File: src/rtl/clock_time_setting_editor_unit_defines.svh
// Assertion macros shared by the clock time setting editor RTL.
// Both forms check at the rising edge of clk; the first is masked while
// rst_n is low, the second also covers the reset cycles.
`ifndef CLOCK_TIME_SETTING_EDITOR_UNIT_DEFINES_SVH
`define CLOCK_TIME_SETTING_EDITOR_UNIT_DEFINES_SVH

`ifndef SYNTHESIS

`define CTSE_ASSERT(label, prop) \
  label: assert property (@(posedge clk) disable iff (!rst_n) prop) \
    else $error("clock time setting editor: assertion failed");

`define CTSE_ASSERT_ALWAYS(label, prop) \
  label: assert property (@(posedge clk) prop) \
    else $error("clock time setting editor: assertion failed");

`else

`define CTSE_ASSERT(label, prop)

`define CTSE_ASSERT_ALWAYS(label, prop)

`endif

`endif

File: src/rtl/ctse_pkg.sv
`timescale 1ns / 1ps
`default_nettype none

package ctse_pkg;

  // Year span of the editor.
  localparam logic [11:0] FIRST_YEAR = 12'd1900;
  localparam logic [11:0] LAST_YEAR  = 12'd2100;

  // Century years in the span that are not leap years.
  localparam logic [11:0] NOLEAP_CENTURY_LO = 12'd1900;
  localparam logic [11:0] NOLEAP_CENTURY_HI = 12'd2100;

  localparam logic [3:0] FIRST_MONTH = 4'd1;
  localparam logic [3:0] LAST_MONTH  = 4'd12;
  localparam logic [4:0] FIRST_DAY   = 5'd1;
  localparam logic [4:0] LAST_HOUR   = 5'd23;
  localparam logic [4:0] NOON_HOUR   = 5'd12;
  localparam logic [5:0] LAST_MINSEC = 6'd59;

  // Input and output packed beat widths.
  localparam int IN_DATA_W  = 40;
  localparam int OUT_DATA_W = 48;

  // Key commands.
  typedef enum logic [2:0] {
    CMD_LOAD = 3'd0,
    CMD_NEXT = 3'd1,
    CMD_INC  = 3'd2,
    CMD_DEC  = 3'd3,
    CMD_SAVE = 3'd4
  } cmd_t;

  // Cursor codes.
  localparam logic [2:0] FLD_HOUR   = 3'd0;
  localparam logic [2:0] FLD_MINUTE = 3'd1;
  localparam logic [2:0] FLD_SECOND = 3'd2;
  localparam logic [2:0] FLD_YEAR   = 3'd3;
  localparam logic [2:0] FLD_MONTH  = 3'd4;
  localparam logic [2:0] FLD_DAY    = 3'd5;

  // Gregorian rule, reduced to the year span: a multiple of four is a leap
  // year unless it is one of the century years that are not.
  function automatic logic leap_year(input logic [11:0] y);
    return (y[1:0] == 2'b00) && (y != NOLEAP_CENTURY_LO) && (y != NOLEAP_CENTURY_HI);
  endfunction

  // Month length table; a month code outside 1..12 gives 31.
  function automatic logic [4:0] days_of(input logic [11:0] y, input logic [3:0] m);
    logic [4:0] d;
    case (m)
      4'd1:    d = 5'd31;
      4'd2:    d = leap_year(y) ? 5'd29 : 5'd28;
      4'd3:    d = 5'd31;
      4'd4:    d = 5'd30;
      4'd5:    d = 5'd31;
      4'd6:    d = 5'd30;
      4'd7:    d = 5'd31;
      4'd8:    d = 5'd31;
      4'd9:    d = 5'd30;
      4'd10:   d = 5'd31;
      4'd11:   d = 5'd30;
      4'd12:   d = 5'd31;
      default: d = 5'd31;
    endcase
    return d;
  endfunction

endpackage

`default_nettype wire

File: src/rtl/clock_time_setting_editor_unit.sv
`timescale 1ns / 1ps
`default_nettype none
// Channel   Direction  Beat contents
// in_*      in         tuser: command; tdata: year, month, day, hour, minute, second
// out_*     out        tuser: save strobe; tdata: time, cursor, display hour, PM flag
// cfg_*     in         twelve_hour_mode, written when cfg_wr_en is high
//
// One beat is accepted per cycle unless a stall on out_tready backs up.
// The input register and the result register each take one beat, and the
// edit state is updated in the single combinational pass between them.
// A stall on out_tready holds the result; in_tready drops only when both
// registers are full. Synchronous reset loads 1900-01-01 00:00:00, hour
// selected, 24-hour mode.

`include "clock_time_setting_editor_unit_defines.svh"

module clock_time_setting_editor_unit (
  input  wire logic        clk,
  input  wire logic        rst_n,
  // Configuration write port.
  input  wire logic        cfg_wr_en,
  input  wire logic        cfg_wr_data,
  // Input beats.
  input  wire logic        in_tvalid,
  output logic             in_tready,
  // tdata: [11:0] load_year, [15:12] load_month, [20:16] load_day,
  //        [25:21] load_hour, [31:26] load_minute, [37:32] load_second, [39:38] zero
  input  wire logic [ctse_pkg::IN_DATA_W-1:0] in_tdata,
  // tuser: [2:0] command
  input  wire logic [2:0]  in_tuser,
  // Result beats.
  output logic             out_tvalid,
  input  wire logic        out_tready,
  // tdata: [11:0] out_year, [15:12] out_month, [20:16] out_day,
  //        [25:21] out_hour, [31:26] out_minute, [37:32] out_second,
  //        [40:38] selected_field, [45:41] display_hour, [46] pm_flag, [47] zero
  output logic [ctse_pkg::OUT_DATA_W-1:0] out_tdata,
  // tuser: [0] save_strobe
  output logic             out_tuser
);

  // Configuration register.
  logic        twelve_hour_r;

  // Input register.
  logic        s1_valid_r;
  logic [2:0]  s1_cmd_r;
  logic [37:0] s1_data_r;

  // Edit state.
  logic [11:0] edit_year_r,   edit_year_nxt;
  logic [3:0]  edit_month_r,  edit_month_nxt;
  logic [4:0]  edit_day_r,    edit_day_nxt;
  logic [4:0]  edit_hour_r,   edit_hour_nxt;
  logic [5:0]  edit_minute_r, edit_minute_nxt;
  logic [5:0]  edit_second_r, edit_second_nxt;
  logic [2:0]  edit_cursor_r, edit_cursor_nxt;

  // Result register.
  logic        out_valid_r;
  logic [4:0]  out_dhour_r,   out_dhour_nxt;
  logic        out_pm_r,      out_pm_nxt;
  logic        out_save_r,    out_save_nxt;

  // Handshake.
  logic        out_adv;
  logic        s1_fire;
  logic        in_fire;

  // Loaded fields after folding into range.
  logic [11:0] ld_year;
  logic [3:0]  ld_month;
  logic [4:0]  ld_day_raw;
  logic [4:0]  ld_dim;
  logic [4:0]  ld_hour;
  logic [5:0]  ld_minute;
  logic [5:0]  ld_second;

  // Intermediate day before the month-length check.
  logic [4:0]  cur_dim;
  logic [4:0]  day_pre;
  logic [4:0]  new_dim;

  assign out_adv   = !out_valid_r || out_tready;
  assign s1_fire   = s1_valid_r && out_adv;
  assign in_tready = !s1_valid_r || out_adv;
  assign in_fire   = in_tvalid && in_tready;

  // Fold loaded values: above the top gives the bottom, below gives the top.
  assign ld_year = (s1_data_r[11:0] > ctse_pkg::LAST_YEAR)  ? ctse_pkg::FIRST_YEAR :
                   (s1_data_r[11:0] < ctse_pkg::FIRST_YEAR) ? ctse_pkg::LAST_YEAR  :
                   s1_data_r[11:0];
  assign ld_month = (s1_data_r[15:12] > ctse_pkg::LAST_MONTH)  ? ctse_pkg::FIRST_MONTH :
                    (s1_data_r[15:12] < ctse_pkg::FIRST_MONTH) ? ctse_pkg::LAST_MONTH  :
                    s1_data_r[15:12];
  assign ld_dim     = ctse_pkg::days_of(ld_year, ld_month);
  assign ld_day_raw = s1_data_r[20:16];
  assign ld_hour    = (s1_data_r[25:21] > ctse_pkg::LAST_HOUR) ? 5'd0 : s1_data_r[25:21];
  assign ld_minute  = (s1_data_r[31:26] > ctse_pkg::LAST_MINSEC) ? 6'd0 : s1_data_r[31:26];
  assign ld_second  = (s1_data_r[37:32] > ctse_pkg::LAST_MINSEC) ? 6'd0 : s1_data_r[37:32];

  assign cur_dim = ctse_pkg::days_of(edit_year_r, edit_month_r);

  // Command decode and field stepping.
  always_comb begin
    edit_year_nxt   = edit_year_r;
    edit_month_nxt  = edit_month_r;
    day_pre         = edit_day_r;
    edit_hour_nxt   = edit_hour_r;
    edit_minute_nxt = edit_minute_r;
    edit_second_nxt = edit_second_r;
    edit_cursor_nxt = edit_cursor_r;
    out_save_nxt    = 1'b0;
    case (s1_cmd_r)
      ctse_pkg::CMD_LOAD: begin
        edit_year_nxt   = ld_year;
        edit_month_nxt  = ld_month;
        day_pre         = (ld_day_raw > ld_dim) ? ctse_pkg::FIRST_DAY :
                          (ld_day_raw < ctse_pkg::FIRST_DAY) ? ld_dim : ld_day_raw;
        edit_hour_nxt   = ld_hour;
        edit_minute_nxt = ld_minute;
        edit_second_nxt = ld_second;
        edit_cursor_nxt = ctse_pkg::FLD_HOUR;
      end
      ctse_pkg::CMD_NEXT: begin
        edit_cursor_nxt = (edit_cursor_r >= ctse_pkg::FLD_DAY) ? ctse_pkg::FLD_HOUR :
                          edit_cursor_r + 3'd1;
      end
      ctse_pkg::CMD_INC: begin
        case (edit_cursor_r)
          ctse_pkg::FLD_HOUR:
            edit_hour_nxt = (edit_hour_r >= ctse_pkg::LAST_HOUR) ? 5'd0 : edit_hour_r + 5'd1;
          ctse_pkg::FLD_MINUTE:
            edit_minute_nxt = (edit_minute_r >= ctse_pkg::LAST_MINSEC) ? 6'd0 :
                              edit_minute_r + 6'd1;
          ctse_pkg::FLD_SECOND:
            edit_second_nxt = (edit_second_r >= ctse_pkg::LAST_MINSEC) ? 6'd0 :
                              edit_second_r + 6'd1;
          ctse_pkg::FLD_YEAR:
            edit_year_nxt = (edit_year_r >= ctse_pkg::LAST_YEAR) ? ctse_pkg::FIRST_YEAR :
                            edit_year_r + 12'd1;
          ctse_pkg::FLD_MONTH:
            edit_month_nxt = (edit_month_r >= ctse_pkg::LAST_MONTH) ? ctse_pkg::FIRST_MONTH :
                             edit_month_r + 4'd1;
          default:
            day_pre = (edit_day_r >= cur_dim) ? ctse_pkg::FIRST_DAY : edit_day_r + 5'd1;
        endcase
      end
      ctse_pkg::CMD_DEC: begin
        case (edit_cursor_r)
          ctse_pkg::FLD_HOUR:
            edit_hour_nxt = (edit_hour_r == 5'd0) ? ctse_pkg::LAST_HOUR : edit_hour_r - 5'd1;
          ctse_pkg::FLD_MINUTE:
            edit_minute_nxt = (edit_minute_r == 6'd0) ? ctse_pkg::LAST_MINSEC :
                              edit_minute_r - 6'd1;
          ctse_pkg::FLD_SECOND:
            edit_second_nxt = (edit_second_r == 6'd0) ? ctse_pkg::LAST_MINSEC :
                              edit_second_r - 6'd1;
          ctse_pkg::FLD_YEAR:
            edit_year_nxt = (edit_year_r <= ctse_pkg::FIRST_YEAR) ? ctse_pkg::LAST_YEAR :
                            edit_year_r - 12'd1;
          ctse_pkg::FLD_MONTH:
            edit_month_nxt = (edit_month_r <= ctse_pkg::FIRST_MONTH) ? ctse_pkg::LAST_MONTH :
                             edit_month_r - 4'd1;
          default:
            day_pre = (edit_day_r <= ctse_pkg::FIRST_DAY) ? cur_dim : edit_day_r - 5'd1;
        endcase
      end
      ctse_pkg::CMD_SAVE: begin
        out_save_nxt = 1'b1;
      end
      default: begin
        out_save_nxt = 1'b0;
      end
    endcase
  end

  // A day past the end of the (possibly new) month falls to the first.
  assign new_dim      = ctse_pkg::days_of(edit_year_nxt, edit_month_nxt);
  assign edit_day_nxt = (day_pre > new_dim) ? ctse_pkg::FIRST_DAY : day_pre;

  // Hour as displayed, with the PM flag in twelve-hour mode.
  always_comb begin
    out_dhour_nxt = edit_hour_nxt;
    out_pm_nxt    = 1'b0;
    if (twelve_hour_r) begin
      if (edit_hour_nxt >= ctse_pkg::NOON_HOUR) begin
        out_pm_nxt = 1'b1;
        if (edit_hour_nxt > ctse_pkg::NOON_HOUR) begin
          out_dhour_nxt = edit_hour_nxt - ctse_pkg::NOON_HOUR;
        end
      end else if (edit_hour_nxt == 5'd0) begin
        out_dhour_nxt = ctse_pkg::NOON_HOUR;
      end
    end
  end

  // Configuration register.
  always_ff @(posedge clk) begin
    if (!rst_n) begin
      twelve_hour_r <= 1'b0;
    end else if (cfg_wr_en) begin
      twelve_hour_r <= cfg_wr_data;
    end
  end

  // Input register.
  always_ff @(posedge clk) begin
    if (!rst_n) begin
      s1_valid_r <= 1'b0;
    end else if (in_fire) begin
      s1_valid_r <= 1'b1;
    end else if (s1_fire) begin
      s1_valid_r <= 1'b0;
    end
  end

  always_ff @(posedge clk) begin
    if (in_fire) begin
      s1_cmd_r  <= in_tuser;
      s1_data_r <= in_tdata[37:0];
    end
  end

  // Edit state, updated once per beat that moves into the result register.
  always_ff @(posedge clk) begin
    if (!rst_n) begin
      edit_year_r   <= ctse_pkg::FIRST_YEAR;
      edit_month_r  <= ctse_pkg::FIRST_MONTH;
      edit_day_r    <= ctse_pkg::FIRST_DAY;
      edit_hour_r   <= 5'd0;
      edit_minute_r <= 6'd0;
      edit_second_r <= 6'd0;
      edit_cursor_r <= ctse_pkg::FLD_HOUR;
    end else if (s1_fire) begin
      edit_year_r   <= edit_year_nxt;
      edit_month_r  <= edit_month_nxt;
      edit_day_r    <= edit_day_nxt;
      edit_hour_r   <= edit_hour_nxt;
      edit_minute_r <= edit_minute_nxt;
      edit_second_r <= edit_second_nxt;
      edit_cursor_r <= edit_cursor_nxt;
    end
  end

  // Result register.
  always_ff @(posedge clk) begin
    if (!rst_n) begin
      out_valid_r <= 1'b0;
    end else if (out_adv) begin
      out_valid_r <= s1_valid_r;
    end
  end

  always_ff @(posedge clk) begin
    if (s1_fire) begin
      out_dhour_r <= out_dhour_nxt;
      out_pm_r    <= out_pm_nxt;
      out_save_r  <= out_save_nxt;
    end
  end

  // The edit state doubles as the time and cursor fields of the result.
  assign out_tvalid = out_valid_r;
  assign out_tuser  = out_save_r;
  assign out_tdata  = {1'b0, out_pm_r, out_dhour_r, edit_cursor_r, edit_second_r,
                       edit_minute_r, edit_hour_r, edit_day_r, edit_month_r, edit_year_r};

  // Checks on the edit state and the result register.
  `CTSE_ASSERT(a_year_in_span, (edit_year_r >= ctse_pkg::FIRST_YEAR) && (edit_year_r <= ctse_pkg::LAST_YEAR))
  `CTSE_ASSERT(a_day_in_month, (edit_day_r != 5'd0) && (edit_day_r <= ctse_pkg::days_of(edit_year_r, edit_month_r)))
  `CTSE_ASSERT(a_cursor_range, edit_cursor_r <= ctse_pkg::FLD_DAY)
  `CTSE_ASSERT(a_pm_hour, (out_valid_r && out_pm_r) |-> (edit_hour_r >= ctse_pkg::NOON_HOUR))
  `CTSE_ASSERT(a_stall_holds_state, (out_valid_r && !out_tready) |=> ($stable(edit_year_r) && $stable(edit_cursor_r) && $stable(edit_day_r)))

endmodule

`default_nettype wire

File: config.mk
export PLATFORM = sky130hd
export DESIGN_NAME = clock_time_setting_editor_unit
export DESIGN_NICKNAME = d
export VERILOG_FILES = /design/src/rtl/ctse_pkg.sv /design/src/rtl/clock_time_setting_editor_unit.sv
export VERILOG_INCLUDE_DIRS = /design/src /design/src/rtl
export SDC_FILE = /design/constraint.sdc
export NUM_CORES = 1
export LEC_CHECK = 0
export ABC_AREA = 1
export BUFFER_PORTS_ARGS = -buffer_cell sky130_fd_sc_hd__buf_4
export CORE_MARGIN = 5
export CORE_UTILIZATION = 30
export CTS_CLUSTER_DIAMETER = 40
export DETAILED_ROUTE_END_ITERATION = 10
export HOLD_SLACK_MARGIN = 0.06
export PLACE_DENSITY_LB_ADDON = 0.1
export RECOVER_POWER = 100
export SLEW_MARGIN = 0
export SYNTH_ARGS = -nofsm -noshare
export SYNTH_HDL_FRONTEND = slang
export SYNTH_SLANG_ARGS = --single-unit
export TNS_END_PERCENT = 100
File: constraint.sdc
create_clock -name clk -period 3.22 [get_ports clk]
set_input_delay 0.161 -clock clk [delete_from_list [all_inputs] [get_ports clk]]
set_output_delay 0.161 -clock clk [all_outputs]
set_load 0.005 [all_outputs]
==> results by group, run 1 <==
Global route
  – Global route total overflow: 0
  – Largest net degree at the start of global routing: 28
  – First-pass GRT wire length: 37.3 mm
  – Vias in the first global route: 7249
  – Total global-route track usage: 0.178
  – Antenna violations before repair: 0

Logic synthesis
  – Number of synthesized register bits: between 90 and 100
  – Mapped Area: 0.00689 mm²
  – Avg Inst Size Synth: 6.92 µm²
  – Synth top area share: 0.209
  – Netlist cell types: 56
  – Ranking of synthesized cells by area: edfxtp_1 21%, nand2_1 13%, dfxtp_1 13%, nand3_1 7.2%, inv_1 6.5%
  – Ys Warns: 0
  – Net Count, Synth: ~1100
  – Synth area leader: edfxtp_1
  – Number of synthesized flops with an enable pin: 48
  – Main synth FF type: edfxtp_1
  – Synth Instances: 996
  – Async set or reset register ratio after synthesis: 0
  – Sequential share of the synthesized area: 0.337

Routing
  – Post-detailed-route count of antenna-violating nets: 0
  – Initial DRC count: 412
  – Total number of vias: about 7500
  – Via density: between 4 and 5
  – First-pass DRT Iterations: 5
  – DR WL/cell: 15.1 µm
  – Residual DRC: 0
  – Final WL: 23.2 mm

Cells and area
  – Commonest non-fill, non-tap cell in the layout: nand2_1
  – Area growth, synth to finish: 39.1%
  – Footprint of the multi-input gates: 0.00392 mm²
  – Fillers: 2334
  – Final Core Density: 0.423
  – Register Area: 0.00232 mm²
  – Nets: 1328
  – Leading cell types in the layout, fill and taps excluded: 231 x nand2_1, 134 x buf_4, 118 x inv_1, 98 x nand3_1, 90 x nor2_1
  – Diode count: 0
  – Layout cell share with drive strength beyond 1: 0.237

STA
  – Endpoints failing setup: 4
  – Slew @ Worst Pin: 1510 ps
  – Final Skew: 9.09 ps
  – Final Hold Viols: 0
  – Period utilisation layout: 1.02
  – Worst slew margin: -0.00999
  – RSZ-0062 raised after global routing: true
  – Slew Viols, Final: 28
  – Final WS setup: -62.5 ps
  – Minimum clock period: 3280 ps
  – F_max: about 0.3 GHz

Clocking
  – Clock slew seen by the registers of the worst setup and hold paths: 70 ps
  – TritonCTS Buffers: 9
  – CTS tree: done
  – Clock root buffer: clkbuf_16
  – Later-pin clock latency in the skew report: 360 ps
  – H-tree levels: 3
  – CTS Buffer Depth: 2
  – CTS Sinks: approximately 90

Place
  – HPWL after DPL: 17.4 mm
  – Dpl ws: -202 ps
  – Global placement routability congestion: 0.887
  – Port bufs: 96

Status
  – Violated checks: max-capacitance violations, max-slew violations, negative setup slack
  – Status: finished, violations left

Critical path
  – R2R depth: 27
  – Critical path capture point type: flip-flop
  – Origin of the critical flop-to-flop path: s1_data_r[10]
  – Slowest cell on the critical path: edfxtp_1
  – Reg2reg setup slack: -60 ps
  – WS Path Type: flip-flop to flip-flop
  – RR Endpoint: edit_day_r[1]
  – Critical path launch point: s1_data_r[10]
  – Startpoint types: flip-flop
  – CP dominant cell by count: buf_4
  – Crit path to: edit_day_r[1]
  – Biggest cell delay along the critical path: 380 ps
  – Max FO, Critical Path: 6
  – Worst EP required: about 3500 ps
  – CP Data Arrival Time: 3520 ps

Floorplanning
  – Initial Utilization: 0.304
  – # rows: 55
  – Total Die Area: about 0.026 mm²
  – Die Y: 162 µm
  – Core Area: 0.0226 mm²
  – I/O pin count: 100
  – Die width: 162 µm

Power and ir drop
  – Final Power: 3.48 mW
  – Power Density: 363 mW/mm²
  – Peak supply drop: 272 µV
  – LEAKAGE: between 4 and 5 nW

Flow run
  – Max-cap viol count: 1

Hold path
  – Worst hold path type: primary input to flip-flop
## stage by stage
step	hold WS (ps)	TNS [ps]	cells	instance area, µm²
floorplan	260	0	996	6890
global placement	339	-649	1468	8730
detailed placement	340	-862	1468	8730
CTS	79.9	-2.83	1538	9610
global route	96.5	-1840	1540	9580
finish	90.2	-92.4	1540	9580
## Yosys cell counts, types with 5 or more instances
cell type and count:
nand2_1 242, inv_1 120, nand3_1 99, nor2_1 93
o21ai_0 64, a21oi_1 60, edfxtp_1 48, dfxtp_1 44
ha_1 29, nand4_1 18, clkbuf_1 14, inv_2 14
xor2_1 12, buf_2 10, o211ai_1 10, a31oi_1 9
o21ai_1 9, nand2_2 8, nor3_1 7, nor2_4 6
o22ai_1 6, o31ai_1 6, buf_6 5, nor4_1 5
## layout make-up
class,instances,share of cell area
clock buffers,10,0.0261
repair buffers,276,0.223
clock inverters,6,0.00797
inverters,137,0.0547
flip-flops and latches,92,0.242
well taps,285,0.0372
multi-input cells,734,0.409
## worst min path at each step
stage | start | endpoint | cells after the start
2_1_floorplan | in_tuser[0] | s1_cmd_r[0] | 0
3_3_place_gp | in_tdata[28] | s1_data_r[28] | 1
3_5_place_dp | in_tdata[17] | s1_data_r[17] | 1
4_1_cts | in_tvalid | s1_valid_r | 3
5_1_grt | in_tvalid | s1_valid_r | 3
6_report | in_tvalid | s1_valid_r | 3
## timing repair
item                                    CTS  global route
pin swaps                                 9            18
resized for setup                        14            20
endpoints found under the setup margin    5             5
hold buffers                             43             0
buffers inserted                         11             2
endpoints found under the hold margin    42             0
## where the power goes
part | switching (mW) | internal, mW | total (mW)
clock network | 0.539 | 0.665 | 1.20
logic | 0.511 | 0.404 | 0.915
registers | 0.0533 | 1.30 | 1.36
total | 1.10 | 2.37 | 3.48
## critical path, delay by kind of cell, from the launching register on
kind / cells / cell delay (ps)
buffers and inverters: 8 / 910
AO/OA/AOI/OAI: 5 / 510
AND/OR/NAND/NOR: 13 / 1190
flip-flops: 1 / 380
adder cells (fa/ha/maj): 1 / 180
## sequential cells by signal (all words and copies together), names as in the netlist
signal / count
edit_minute_r: 6
twelve_hour_r: 1
s1_cmd_r: 3
s1_valid_r: 1
edit_second_r: 6
edit_day_r: 5
out_tvalid: 1
edit_hour_r: 5
out_pm_r: 1
edit_cursor_r: 3
edit_month_r: 4
out_tuser: 1
s1_data_r: 38
out_dhour_r: 5
edit_year_r: 12
## layer usage
| metal | up-vias | GRT usage | part of all wire |
|---|---|---|---|
| met5 | - | 0 | 0 |
| met4 | 0 | 0.0640 | 0.029 |
| met3 | 44 | 0.0263 | 0.046 |
| met2 | 186 | 0.292 | 0.46 |
| met1 | 3401 | 0.239 | 0.47 |
| li1 | 3854 | - | - |
## logic make-up after synthesis
logic type                 synth area share
and+or+nand+nor                       0.323
other                              0.000544
buffers and inverters                 0.104
AOI/OAI and AO/OA                     0.164
xor gates and xnor gates             0.0191
adders and majority gates            0.0527
DFF                                   0.337
Power figures use the tool's default switching activity.
==> inputs of run 2 (changes only) <==
- CORE_UTILIZATION: 30 -> 53
==> run 2 against run 1 <==
  * The flow finishes with violations (negative setup slack)
  * Fmax shrank 5.3%
  * Sequential power is essentially flat
  * Non-clock buffer count shrank 25
  * Critical path type unchanged
  * Largest cell class unchanged
  * Largest power group unchanged
  * Highest routed layer unchanged
==> results by group, run 2 (same netlist as run 1, synthesis figures left out) <==
Cells and area
  – Area growth, synth to finish: 34.7%
  – Commonest non-fill, non-tap cell in the layout: nand2_1
  – Final Core Density: 0.732 (+0.309)
  – Largest regs: s1_data_r x38, edit_year_r x12
  – Leading cell types in the layout, fill and taps excluded: 237 x nand2_1, 119 x inv_1, 115 x buf_4, 97 x nand3_1, 91 x nor2_1
  – Fillers: 1002 (-57%)
  – Biggest register: s1_data_r
  – Nets: 1303 (-1.9%)
  – Fin area: 0.00928 mm² (-3.1%)
  – Layout cell share with drive strength beyond 1: 0.221 (-0.0155)
  – Flip-flop count of the largest register after layout: 38 (unchanged)
  – Footprint of the multi-input gates: 0.00394 mm² (+0.64%)
  – Diode count: 0 (unchanged)
  – Register Area: 0.00232 mm² (unchanged)

Clocking
  – Clock slew seen by the registers of the worst setup and hold paths: 70 ps (about the same)
  – CTS tree: done
  – TritonCTS Buffers: 9 (unchanged)
  – CTS Sinks: 92 (unchanged)
  – Later-pin clock latency in the skew report: 360 ps (about the same)
  – Clock root buffer: clkbuf_16
  – H-tree levels: 3 (unchanged)
  – CTS Buffer Depth: 2 (unchanged)

Floorplanning
  – I/O pin count: 100 (unchanged)
  – Die width: 124 µm (-23%)
  – # rows: 41 (-25%)
  – Die Y: 124 µm (-23%)
  – Initial Utilization: 0.544 (+0.239)
  – Total Die Area: 0.0154 mm² (-41%)
  – Core Area: 0.0127 mm² (-44%)

Global route
  – Grt peak-use layer: met2
  – Global route total overflow: 0 (unchanged)
  – Vias in the first global route: 7226 (-0.32%)
  – First-pass GRT wire length: 34.2 mm (-8.5%)
  – Antenna violations before repair: 0 (unchanged)
  – Largest net degree at the start of global routing: 34 (+21%)
  – GR Layer Usage met3: 0.0518 (+0.0255)
  – GR Layer Usage met1: 0.346 (+0.107)
  – Met2 usage: 0.493 (+0.201)
  – Total global-route track usage: 0.283 (+0.105)

Power and ir drop
  – LEAKAGE: 4.33 nW (-2.3%)
  – Comb pwr share: 0.256 (-0.007)
  – Power Density: 369 mW/mm² (+1.7%)
  – Peak supply drop: 459 µV (+69%)
  – Clk pwr share: 0.346 (about the same)
  – Switching share of power: 0.307 (-0.0103)
  – Internal power: 2.37 mW (about the same)
  – P_sw: 1.05 mW (-4.7%)
  – Reg power frac: 0.399 (+0.008)

STA
  – Period utilisation layout: 1.08 (+0.0569)
  – Final Skew: 7.35 ps (-1.73 ps)
  – Slew @ Worst Pin: 881 ps (-634 ps)
  – F_max: 0.289 GHz (-5.3%)
  – Minimum clock period: 3470 ps (+183 ps)
  – Endpoints failing setup: 5 (+1)
  – Slew Viols, Final: 0 (-100%)
  – Final WS setup: -246 ps (-183 ps)
  – RSZ-0062 raised after global routing: true
  – Final Hold Viols: 0 (unchanged)
  – Worst slew margin: 0.412 (+0.422)

Critical path
  – WS Path Type: flip-flop to flip-flop
  – CP Data Arrival Time: 3750 ps (+230 ps)
  – Critical path capture point type: flip-flop
  – Crit path to: edit_day_r[2]
  – Max FO, Critical Path: 8 (+2)
  – Reg2reg setup slack: -250 ps (-180 ps)
  – RR Endpoint: edit_day_r[2]
  – Critical path launch point: s1_data_r[11]
  – Startpoint types: flip-flop
  – R2R depth: 24 (-11%)
  – Origin of the critical flop-to-flop path: s1_data_r[11]
  – Worst EP required: 3500 ps (+40 ps)

Routing
  – First-pass DRT Iterations: 6 (+1)
  – Final WL: 21.8 mm (-6.2%)
  – DR WL/cell: 15.6 µm (+3.1%)
  – Initial DRC count: 644 (+56%)
  – Total number of vias: 7675 (+2.5%)
  – Post-detailed-route count of antenna-violating nets: 0 (unchanged)
  – Via density: 5.47 (+13%)
  – Residual DRC: 0 (unchanged)

Flow run
  – Max-cap viol count: 0 (-1)

Place
  – Global placement routability congestion: 0.956 (+7.7%)
  – Port bufs: 96 (unchanged)
  – HPWL after DPL: 15.3 mm (-12%)
  – DP Area: 0.00840 mm² (-3.9%)

Hold path
  – Worst hold path type: primary input to flip-flop
  – Hold Path Depth: 3 (unchanged)

Status
  – Violated checks: negative setup slack
  – Status: finished, violations left
## run 2: cell types whose count changed in the layout (fill, tap and decap cells not counted), sizes merged
cell	previous run	this run
clkbuf	104	101
clkinvlp	2	1
buf	139	117
bufinv	1	2
## run 2: layout make-up
cell class,instances,share of cell area
flip-flops and latches,92,0.250
clock buffers,10,0.0247
multi-input cells,734,0.425
repair buffers,251,0.210
clock inverters,6,0.0104
inverters,137,0.0565
well taps,172,0.0232
## run 2: critical path, stage by stage, from the launching register on
cell,delay (ps)
edfxtp_1,400
inv_1,90
nand2_1,80
nor2_4,150
nand3_2,110
nand3_4,110
nand2_1,60
nand2_1,80
nand2_1,60
nor2_1,100
nor2_1,50
nand2_1,80
nand2_2,80
ha_4,240
a211oi_4,310
nor2_2,100
o21ai_2,80
o211ai_1,170
ha_1,360
a21oi_2,120
a21oi_1,50
nand4_1,100
and2_4,180
nand2_1,60
a21oi_1,170
## run 2: worst min path at each step
| stage | from | to |
|---|---|---|
| floorplan | in_tuser[0] | s1_cmd_r[0] |
| global placement | in_tdata[26] | s1_data_r[26] |
| detailed placement | in_tdata[28] | s1_data_r[28] |
| CTS | in_tvalid | s1_valid_r |
| global route | out_tready | out_tvalid |
| finish | in_tvalid | s1_valid_r |
## run 2: metal layers
layer	vias to the layer above	part of all wire
met2	316	0.48
met1	3495	0.41
met5	-	0
li1	3802	-
met3	62	0.073
met4	0	0.033
## run 2: power by group through the flow
stage | Combinational [mW] | Sequential, mW | Clock [mW]
after floorplan | 0.475 | 1.38 | 0
after global placement | 0.792 | 1.39 | 0
after detailed placement | 0.800 | 1.39 | 0
after CTS | 0.864 | 1.36 | 1.20
after global routing | 0.969 | 1.37 | 1.24
final | 0.876 | 1.37 | 1.18
## run 2: per-stage QoR
step | setup TNS (ps) | cells | hold WS [ps] | power (mW) | worst slack, ps
3_5_place_dp | -1560 | 1329 | 340 | 2.19 | -325
6_report | -1080 | 1402 | 80.0 | 3.43 | -246
5_1_grt | -2240 | 1402 | 108 | 3.58 | -512
3_3_place_gp | -519 | 1329 | 339 | 2.18 | -125
2_1_floorplan | 0 | 996 | 260 | 1.86 | 15.0
4_1_cts | -129 | 1400 | 73.5 | 3.43 | -31.2
## run 2: timing repair
action                                  in CTS  in global routing
buffers inserted                            12                  2
gates resized for setup                     13                 12
hold buffers                                43                  0
pin swaps                                    9                  8
endpoints found under the setup margin       5                  5
endpoints found under the hold margin       42                  0
==> inputs of run 3 (changes only) <==
- BUFFER_PORTS_ARGS: -buffer_cell sky130_fd_sc_hd__buf_4 -> default
- CORE_UTILIZATION: 53 -> 59
- DONT_BUFFER_PORTS: default -> 1
==> run 3 against run 2 <==
  * The flow finishes with violations (max-capacitance violations, max-slew violations, negative setup slack)
  * Clock power fell by 14%
  * Hold slack better by 350 ps
  * Core utilization rose by 1.1 points
  * Critical path type unchanged
  * Largest power group unchanged
  * Highest routed layer unchanged
==> results by group, run 3 (same netlist as run 1, synthesis figures left out) <==
STA
  – F_max: 0.266 GHz (-7.9%)
  – Period utilisation layout: 1.17 (+0.0926)
  – RSZ-0062 raised after global routing: true
  – Minimum clock period: 3760 ps (+298 ps)
  – Hold_ws: 426 ps (+346 ps)
  – Final WS setup: -544 ps (-298 ps)
  – Final Skew: 9.12 ps (+1.77 ps)
  – Endpoints failing setup: 5 (unchanged)
  – Slew Viols, Final: 34 (+34)
  – Final Hold Viols: 0 (unchanged)
  – Slew @ Worst Pin: 1750 ps (+867 ps)
  – Worst slew margin: -0.165 (-0.577)

Power and ir drop
  – LEAKAGE: 3.86 nW (-11%)
  – Power Density: 377 mW/mm² (+2.1%)
  – Final Power: 3.20 mW (-6.6%)
  – Peak supply drop: 453 µV (-1.3%)

Critical path
  – Reg2reg setup slack: -540 ps (-300 ps)
  – WS Path Type: flip-flop to flip-flop
  – RR Endpoint: edit_day_r[2]
  – Max FO, Critical Path: 6 (-2)
  – R2R depth: 28 (+17%)
  – Biggest cell delay along the critical path: 410 ps (about the same)
  – Cell family contributing the most delay on the critical path: simple AND/OR/NAND/NOR gates
  – Critical path capture point type: flip-flop
  – CP dominant cell by count: nand2_1
  – WP buf/inv: 4 (+3)
  – Slowest cell on the critical path: edfxtp_1
  – Worst EP required: 3400 ps (-100 ps)
  – Startpoint types: flip-flop
  – CP Data Arrival Time: 3950 ps (+200 ps)
  – Origin of the critical flop-to-flop path: s1_data_r[10]

Cells and area
  – Layout Cells excl Fill: 1276 (-9.0%)
  – Biggest register: s1_data_r
  – Layout cell share with drive strength beyond 1: 0.158 (-0.0632)
  – Area growth, synth to finish: 23.3%
  – Diode count: 0 (unchanged)
  – Leading cell types in the layout, fill and taps excluded: 231 x nand2_1, 117 x inv_1, 95 x nand3_1, 90 x nor2_1, 88 x buf_4
  – Nets: 1206 (-7.4%)
  – Flip-flop count of the largest register after layout: 38 (unchanged)
  – Fin area: 0.00849 mm² (-8.5%)
  – Commonest non-fill, non-tap cell in the layout: nand2_1
  – Largest regs: s1_data_r x38, edit_year_r x12
  – Fillers: 917 (-8.5%)

Hold path
  – Hold path startpoint: in_tdata[2]
  – Worst hold path type: primary input to flip-flop
  – Hold Path Depth: 1 (-2)
  – WHS Endpoint: s1_data_r[2]

Global route
  – Largest net degree at the start of global routing: 34 (unchanged)
  – Vias in the first global route: 6635 (-8.2%)
  – Global route total overflow: 0 (unchanged)
  – Antenna violations before repair: 0 (unchanged)
  – First-pass GRT wire length: 33.0 mm (-3.4%)
  – Total global-route track usage: 0.290 (+0.00641)

Clocking
  – CTS tree: done
  – TritonCTS Buffers: 9 (unchanged)
  – Clock root buffer: clkbuf_16
  – CTS Buffer Depth: 2 (unchanged)
  – Clock slew seen by the registers of the worst setup and hold paths: 70 ps (about the same)
  – Later-pin clock latency in the skew report: 360 ps (about the same)
  – H-tree levels: 3 (unchanged)
  – CTS Sinks: 92 (unchanged)

Floorplanning
  – Die width: 118 µm (-4.8%)
  – Die Y: 118 µm (-4.8%)
  – I/O pin count: 100 (unchanged)
  – # rows: 39 (-4.9%)
  – Core Area: 0.0114 mm² (-9.9%)
  – Initial Utilization: 0.603 (+0.0596)
  – Total Die Area: 0.0139 mm² (-9.4%)

Place
  – Global placement routability congestion: 0.963 (+0.81%)
  – Dpl ws: -235 ps (+90.1 ps)
  – Placed insts: 1200 (-9.7%)
  – DP Area: 0.00761 mm² (-9.4%)
  – HPWL after DPL: 14.5 mm (-5.2%)
  – Port bufs: 0 (-100%)

Routing
  – Residual DRC: 0 (unchanged)
  – Final WL: 22.1 mm (+1.1%)
  – Via density: 5.94 (+8.6%)
  – Initial DRC count: 827 (+28%)
  – Post-detailed-route count of antenna-violating nets: 0 (unchanged)
  – DR WL/cell: 17.3 µm (+11%)
  – First-pass DRT Iterations: 6 (unchanged)
  – Total number of vias: 7585 (-1.2%)

Status
  – Status: finished, violations left
  – Violated checks: max-capacitance violations, max-slew violations, negative setup slack

Flow run
  – Max-cap viol count: 1 (+1)
[run 3: per-layer routing]
| metal | vias to the layer above | routed length [µm] | global-route usage |
|---|---|---|---|
| met5 | - | 0 | 0 |
| met4 | 0 | 933 | 0.108 |
| met3 | 90 | 2300 | 0.0745 |
| met2 | 453 | 10400 | 0.475 |
| met1 | 3435 | 8410 | 0.368 |
| li1 | 3607 | - | - |
[run 3: what timing repair did]
action                                 4_1_cts  5_1_grt
pin swaps                                   14       23
setup buffers                                6        8
setup endpoints to repair                    5        5
gates resized for setup                     14       23
hold buffers                                46        0
endpoints found under the hold margin       58        0
[run 3: worst max path at each step]
stage	start	endpoint	slack (ps)	cells after the start
detailed placement	s1_data_r[4]	edit_day_r[4]	-230	23
finish	s1_data_r[10]	edit_day_r[2]	-540	28
floorplan	edit_year_r[0]	edit_day_r[1]	20	22
global placement	s1_data_r[10]	edit_day_r[1]	-150	21
CTS	s1_data_r[8]	edit_day_r[2]	-6	23
global route	s1_data_r[4]	edit_day_r[2]	-620	28
[run 3: final cells by class]
type / instances / area [µm²] / area share
well taps: 143 / 179 / 0.0211
clock buffers: 15 / 268 / 0.0315
flip-flops and latches: 92 / 2320 / 0.273
multi-input cells: 734 / 3950 / 0.466
repair buffers: 154 / 1240 / 0.146
inverters: 137 / 524 / 0.0617
clock inverters: 1 / 8.76 / 0.00103
[run 3: where the power goes]
part	switching, mW	internal [mW]	leakage [nW]	total (mW)
clock	0.453	0.571	0.135	1.02
sequential	0.0658	1.31	0.827	1.37
combinational	0.493	0.313	2.90	0.805
[run 3: metrics by stage]
step / setup TNS, ps / util
after floorplan: 0 / -
after global placement: -595 / 0.666
after detailed placement: -1030 / 0.666
after CTS: -6.13 / 0.738
after global routing: -2980 / 0.744
final: -2580 / 0.744
[run 3: worst reg2reg max path: cells and delay by family (launching register included)]
| kind | cells | cell delay (ps) |
|---|---|---|
| and+or+nand+nor | 18 | 1860 |
| DFF | 1 | 410 |
| buffers and inverters | 4 | 450 |
| adders and majority gates | 2 | 410 |
| AOI/OAI and AO/OA | 4 | 480 |
